`config.mk`:
```
export PLATFORM = sky130hd
export DESIGN_NAME = ade_cfg_regs
export DESIGN_NICKNAME = d
export VERILOG_FILES = /design/src/rtl/core/ade_pkg.sv /design/src/rtl/core/ade_cfg_regs.sv
export SDC_FILE = /design/constraint.sdc
export NUM_CORES = 1
export LEC_CHECK = 0
export ABC_AREA = 1
export BUFFER_PORTS_ARGS = -buffer_cell sky130_fd_sc_hd__buf_4
export CORE_ASPECT_RATIO = 0.75
export CORE_MARGIN = 8
export CORE_UTILIZATION = 25
export CTS_CLUSTER_DIAMETER = 50
export CTS_CLUSTER_SIZE = 40
export DETAILED_ROUTE_END_ITERATION = 8
export PLACE_DENSITY = 0.43
export SLEW_MARGIN = 20
export SYNTH_ARGS = -nofsm -noshare
export SYNTH_HDL_FRONTEND = slang
export SYNTH_SLANG_ARGS = --single-unit
```
`constraint.sdc`:
```
create_clock -name clk_i -period 1.9 [get_ports clk_i]
set_input_delay 0.19 -clock clk_i [delete_from_list [all_inputs] [get_ports clk_i]]
set_output_delay 0.19 -clock clk_i [all_outputs]
set_load 0.02 [all_outputs]
```
`src/rtl/core/ade_pkg.sv`:
```
// Types, constants and helpers for the attack-decay envelope.
`timescale 1ns / 1ps

package ade_pkg;

  // Fixed-point layout: 1.0 is 2^FRAC_BITS
  localparam int FRAC_BITS = 24;
  localparam int LEVEL_W   = FRAC_BITS + 1;
  localparam int COEFF_W   = 25;
  localparam int TARGET_W  = 28;
  localparam int PHASE_W   = 2;
  localparam int MAG_W     = TARGET_W;
  localparam int PROD_W    = COEFF_W + MAG_W;
  localparam int SHIFT_W   = PROD_W - FRAC_BITS;
  localparam int SUM_W     = TARGET_W + 3;

  // APB register file
  localparam int ADDR_W = 4;
  localparam int DATA_W = 32;

  localparam logic [LEVEL_W-1:0] ONE_FX = {1'b1, {FRAC_BITS{1'b0}}};

  localparam logic [COEFF_W-1:0]  ATTACK_COEFF_RST  = 25'd16125;
  localparam logic [COEFF_W-1:0]  DECAY_COEFF_RST   = 25'd3495;
  localparam logic [TARGET_W-1:0] ATTACK_TARGET_RST = 28'd16944988;
  localparam logic [LEVEL_W-1:0]  SUSTAIN_LEVEL_RST = 25'd8388608;

  // Register indexes (word address)
  typedef enum logic [1:0] {
    REG_ATTACK_COEFF  = 2'd0,
    REG_DECAY_COEFF   = 2'd1,
    REG_ATTACK_TARGET = 2'd2,
    REG_SUSTAIN_LEVEL = 2'd3
  } reg_idx_e;

  // Envelope state, one-hot
  typedef enum logic [3:0] {
    PH_IDLE   = 4'b0001,
    PH_ATTACK = 4'b0010,
    PH_DECAY  = 4'b0100,
    PH_HOLD   = 4'b1000
  } phase_e;

  // Phase codes as seen on the result item
  localparam logic [PHASE_W-1:0] PHASE_IDLE   = 2'd0;
  localparam logic [PHASE_W-1:0] PHASE_ATTACK = 2'd1;
  localparam logic [PHASE_W-1:0] PHASE_DECAY  = 2'd2;
  localparam logic [PHASE_W-1:0] PHASE_HOLD   = 2'd3;

  typedef struct packed {
    logic trigger;
    logic hard_reset;
  } in_item_t;

  typedef struct packed {
    logic [LEVEL_W-1:0] level;
    logic [PHASE_W-1:0] phase;
  } out_item_t;

  typedef struct packed {
    logic [COEFF_W-1:0]  attack_coeff;
    logic [COEFF_W-1:0]  decay_coeff;
    logic [TARGET_W-1:0] attack_target;
    logic [LEVEL_W-1:0]  sustain_level;
  } cfg_t;

  typedef struct packed {
    logic [LEVEL_W-1:0] level;
    phase_e             phase;
  } env_state_t;

  // Saturate a Q1.24 quantity to 1.0
  function automatic logic [LEVEL_W-1:0] sat_one(input logic [LEVEL_W-1:0] v);
    return (v > ONE_FX) ? ONE_FX : v;
  endfunction

  // Map the internal state to its result code
  function automatic logic [PHASE_W-1:0] phase_code(input phase_e ph);
    logic [PHASE_W-1:0] code;
    case (ph)
      PH_ATTACK: code = PHASE_ATTACK;
      PH_DECAY:  code = PHASE_DECAY;
      PH_HOLD:   code = PHASE_HOLD;
      default:   code = PHASE_IDLE;
    endcase
    return code;
  endfunction

endpackage

```
`src/rtl/core/ade_cfg_regs.sv`:
```
// APB configuration registers of the attack-decay envelope.
`timescale 1ns / 1ps

module ade_cfg_regs (
  input  logic                       clk_i,
  input  logic                       rst_ni,
  input  logic                       psel,
  input  logic                       penable,
  input  logic                       pwrite,
  input  logic [ade_pkg::ADDR_W-1:0] paddr,
  input  logic [ade_pkg::DATA_W-1:0] pwdata,
  output logic [ade_pkg::DATA_W-1:0] prdata,
  output ade_pkg::cfg_t              cfg_o
);

  ade_pkg::cfg_t     cfg_q;
  ade_pkg::reg_idx_e idx;
  logic              wr_en;

  assign idx   = ade_pkg::reg_idx_e'(paddr[ade_pkg::ADDR_W-1:2]);
  assign wr_en = psel && penable && pwrite;

  // Write the addressed register in the access phase
  always_ff @(posedge clk_i or negedge rst_ni) begin
    if (!rst_ni) begin
      cfg_q.attack_coeff  <= ade_pkg::ATTACK_COEFF_RST;
      cfg_q.decay_coeff   <= ade_pkg::DECAY_COEFF_RST;
      cfg_q.attack_target <= ade_pkg::ATTACK_TARGET_RST;
      cfg_q.sustain_level <= ade_pkg::SUSTAIN_LEVEL_RST;
    end else if (wr_en) begin
      case (idx)
        ade_pkg::REG_ATTACK_COEFF:
          cfg_q.attack_coeff  <= pwdata[ade_pkg::COEFF_W-1:0];
        ade_pkg::REG_DECAY_COEFF:
          cfg_q.decay_coeff   <= pwdata[ade_pkg::COEFF_W-1:0];
        ade_pkg::REG_ATTACK_TARGET:
          cfg_q.attack_target <= pwdata[ade_pkg::TARGET_W-1:0];
        ade_pkg::REG_SUSTAIN_LEVEL:
          cfg_q.sustain_level <= pwdata[ade_pkg::LEVEL_W-1:0];
        default: ;
      endcase
    end
  end

  // Read back, zero-extended
  always_comb begin
    case (idx)
      ade_pkg::REG_ATTACK_COEFF:
        prdata = {{(ade_pkg::DATA_W-ade_pkg::COEFF_W){1'b0}}, cfg_q.attack_coeff};
      ade_pkg::REG_DECAY_COEFF:
        prdata = {{(ade_pkg::DATA_W-ade_pkg::COEFF_W){1'b0}}, cfg_q.decay_coeff};
      ade_pkg::REG_ATTACK_TARGET:
        prdata = {{(ade_pkg::DATA_W-ade_pkg::TARGET_W){1'b0}}, cfg_q.attack_target};
      ade_pkg::REG_SUSTAIN_LEVEL:
        prdata = {{(ade_pkg::DATA_W-ade_pkg::LEVEL_W){1'b0}}, cfg_q.sustain_level};
      default:
        prdata = '0;
    endcase
  end

  assign cfg_o = cfg_q;

endmodule

```
==> results.sh <==
export IMPL_synth_area_leaders="dfrtp_1 (36%), nand2_1 (25%), dfstp_2 (17%)"
export IMPL_dpl_hpwl_mm=13.2
export IMPL_drc=0
export IMPL_cts_root_buf="clkbuf_16"
export IMPL_period_share_pct=82.2
export IMPL_seqCellArea_sq_um=2620
export IMPL_critPathLaunch="paddr[3]"
export IMPL_grt_max_degree=52
export IMPL_hp_class="input pin to register"
export IMPL_num_io_pins=176
export IMPL_drtAntennaViolNets=0
export IMPL_drt_vias_per_instance=4.58
export IMPL_grt_usage_pct=15.4
export IMPL_path_class="input pin to output pin"
export IMPL_netlist_instances=604
export IMPL_cp_max_fo=22
export IMPL_start_util_pct=25.6
export IMPL_r2r_end="cfg_o[78]$_DFFE_PN1P_"
export IMPL_setup_viol=0
export IMPL_slew_viol_final=0
export IMPL_cts_tree="yes"
export IMPL_syn_area_sq_um=4950
export IMPL_fin_total_pwr_w=0.00761
export IMPL_slew_headroom_pct=55.2
export IMPL_min_period_ns=1.56
export IMPL_peakVddDrop_mv=0.419
export IMPL_num_rows=44
export IMPL_die_h_um=138
export IMPL_drv_cap=0
export IMPL_finalClockSkew_ns=0
export IMPL_tightest_slew_ns=0.669
export IMPL_cts_buffers=9
export IMPL_drive_gt1_share_pct=32.1
export IMPL_synth_avg_cell_area_sq_um=8.20
export IMPL_antenna_found_initial=1
export IMPL_grt_pass1_vias=4640
export IMPL_drtPass1Iterations=5
export IMPL_fin_hold_ws_ns=0.0460
export IMPL_synth_warnings=0
export IMPL_worstRegToRegCells=2
export IMPL_grt_pass1_wl_mm=28.5
export IMPL_portBuffers=165
export IMPL_synth_top_area_cell="dfrtp_1"
export IMPL_hold_end="cfg_o[50]$_DFFE_PN0P_"
export IMPL_fillers=2047
export IMPL_r2r_setup_slack_ns=1.15
export IMPL_cp_start_kind="input pin"
export IMPL_area_delta_synth_final_pct=34.9
export IMPL_synth_top_area_share_pct=35.9
export IMPL_reg2reg_from="cfg_o[78]$_DFFE_PN1P_"
export IMPL_postCtsSetupRepairBufs=0
export IMPL_endpoint_kind="output pin"
export IMPL_nets=803
export IMPL_drt_iter0_markers=376
export IMPL_clk_path_buf_depth=2
export IMPL_clock_latency_ns=0.35
export IMPL_finalSetupTns_ns=0
export IMPL_power_leakage_nw=3.52
export IMPL_cp_data_required_time_ns=1.71
export IMPL_hold_path_cell_count=3
export IMPL_multi_input_area_sq_um=2000
export IMPL_antennaDiodeCount=0
export IMPL_cts_resized=0
export IMPL_ctsHoldBuffers=1
export IMPL_clkTransAtPathRegs_ns=0.06
export IMPL_clock_sinks=103
export IMPL_cts_max_level=3
export IMPL_ys_ff_latch=103
export IMPL_via_count=4672
export IMPL_power_density_nw_per_um2=1140
export IMPL_seq_area_frac_synth_pct=52.8
export IMPL_rsz0062_at_grt="no"
export IMPL_outcome="completed"
export IMPL_drt_total_wl_mm=19.2
export IMPL_wire_per_inst_um=18.8
export IMPL_fmax_ghz=0.641
export IMPL_hold_violations=0
export IMPL_synth_cell_types=21
export IMPL_crit_arrival_ns=1.37
export IMPL_grt_overflow=0
export IMPL_gp_congestion=0.772
export IMPL_holdCritStartpoint="pwdata[25]"
export IMPL_largest_register_ffs=103
export IMPL_die_area_sq_um=24600
export IMPL_die_x_um=179
export IMPL_core_area_sq_um=19400
## report_power, final
group          switching (W)  internal, W
Combinational        0.00150      0.00101
Sequential          0.000431      0.00275
Clock               0.000822      0.00110
## area by class of cell
type	count	share of cell area, %
clock inverters	2	0.580
clock buffers	14	3.95
inverters	9	0.655
flip-flops and latches	103	39.2
well taps	253	4.74
multi-input cells	457	29.9
repair buffers	182	21.0
## Yosys cell counts (all sizes together)
| cell | instances |
|---|---|
| clkbuf | 2 |
| nor2 | 9 |
| inv | 9 |
| conb | 1 |
| nand3 | 76 |
| buf | 36 |
| dfrtp | 71 |
| nand2 | 343 |
| nand4 | 25 |
| dfstp | 32 |
## layer usage
metal  vias to the layer above  part of all wire [%]  GRT usage [%]  routed length (um)
met4                         2                   1.1           4.08                 208
met1                      2267                    46           20.7                8900
li1                       2219                     -              -                   -
met2                       169                    44           23.3                8510
met3                        15                   8.2           5.17                1570
met5                         -                 0.068              0                  13
## cell families (layout without fill, tap and decap cells)
kind of cell / Yosys count / count (layout) / synth area share (%)
flops: 103 / 103 / 52.8
simple gates: 453 / 453 / 40.0
other cells: 1 / 4 / 0.0757
buf+inv: 47 / 207 / 7.10
## worst max path at each step
stage / to / slack (ns) / cells past startpoint
after floorplan: prdata[15] / 0.73 / 5
after global placement: cfg_o[19]$_DFFE_PN0P_ / 0.32 / 6
after detailed placement: cfg_o[13]$_DFFE_PN0P_ / 0.29 / 6
after CTS: prdata[12] / 0.34 / 6
after global routing: prdata[15] / 0.30 / 5
final: prdata[12] / 0.34 / 6
## metrics by stage
stage                     std cells  util, %  cell area, sq um  worst slack [ns]
after floorplan                 607        -              4970             0.728
after global placement         1003     32.9              6370             0.319
after detailed placement       1003     32.9              6370             0.294
after CTS                      1020     34.5              6680             0.339
after global routing           1020     34.5              6680             0.297
final                          1020     34.5              6680             0.339
## critical path, stage by stage
cell and delay, ns:
buf_4 0.33, inv_6 0.16, buf_4 0.24, nand3_1 0.09, nand4_1 0.14, buf_4 0.19
## placed cells by master, fill, tap and decap left out, types with 4 or more instances in the layout
cell / instances
nand4_1: 25
nand2_1: 335
dfstp_2: 32
nand3_1: 75
nor2_4: 4
clkbuf_16: 9
buf_4: 178
dfrtp_1: 71
conb_1: 4
inv_1: 4
nand2_2: 4
Note: power is estimated with default switching activity, not from simulation.
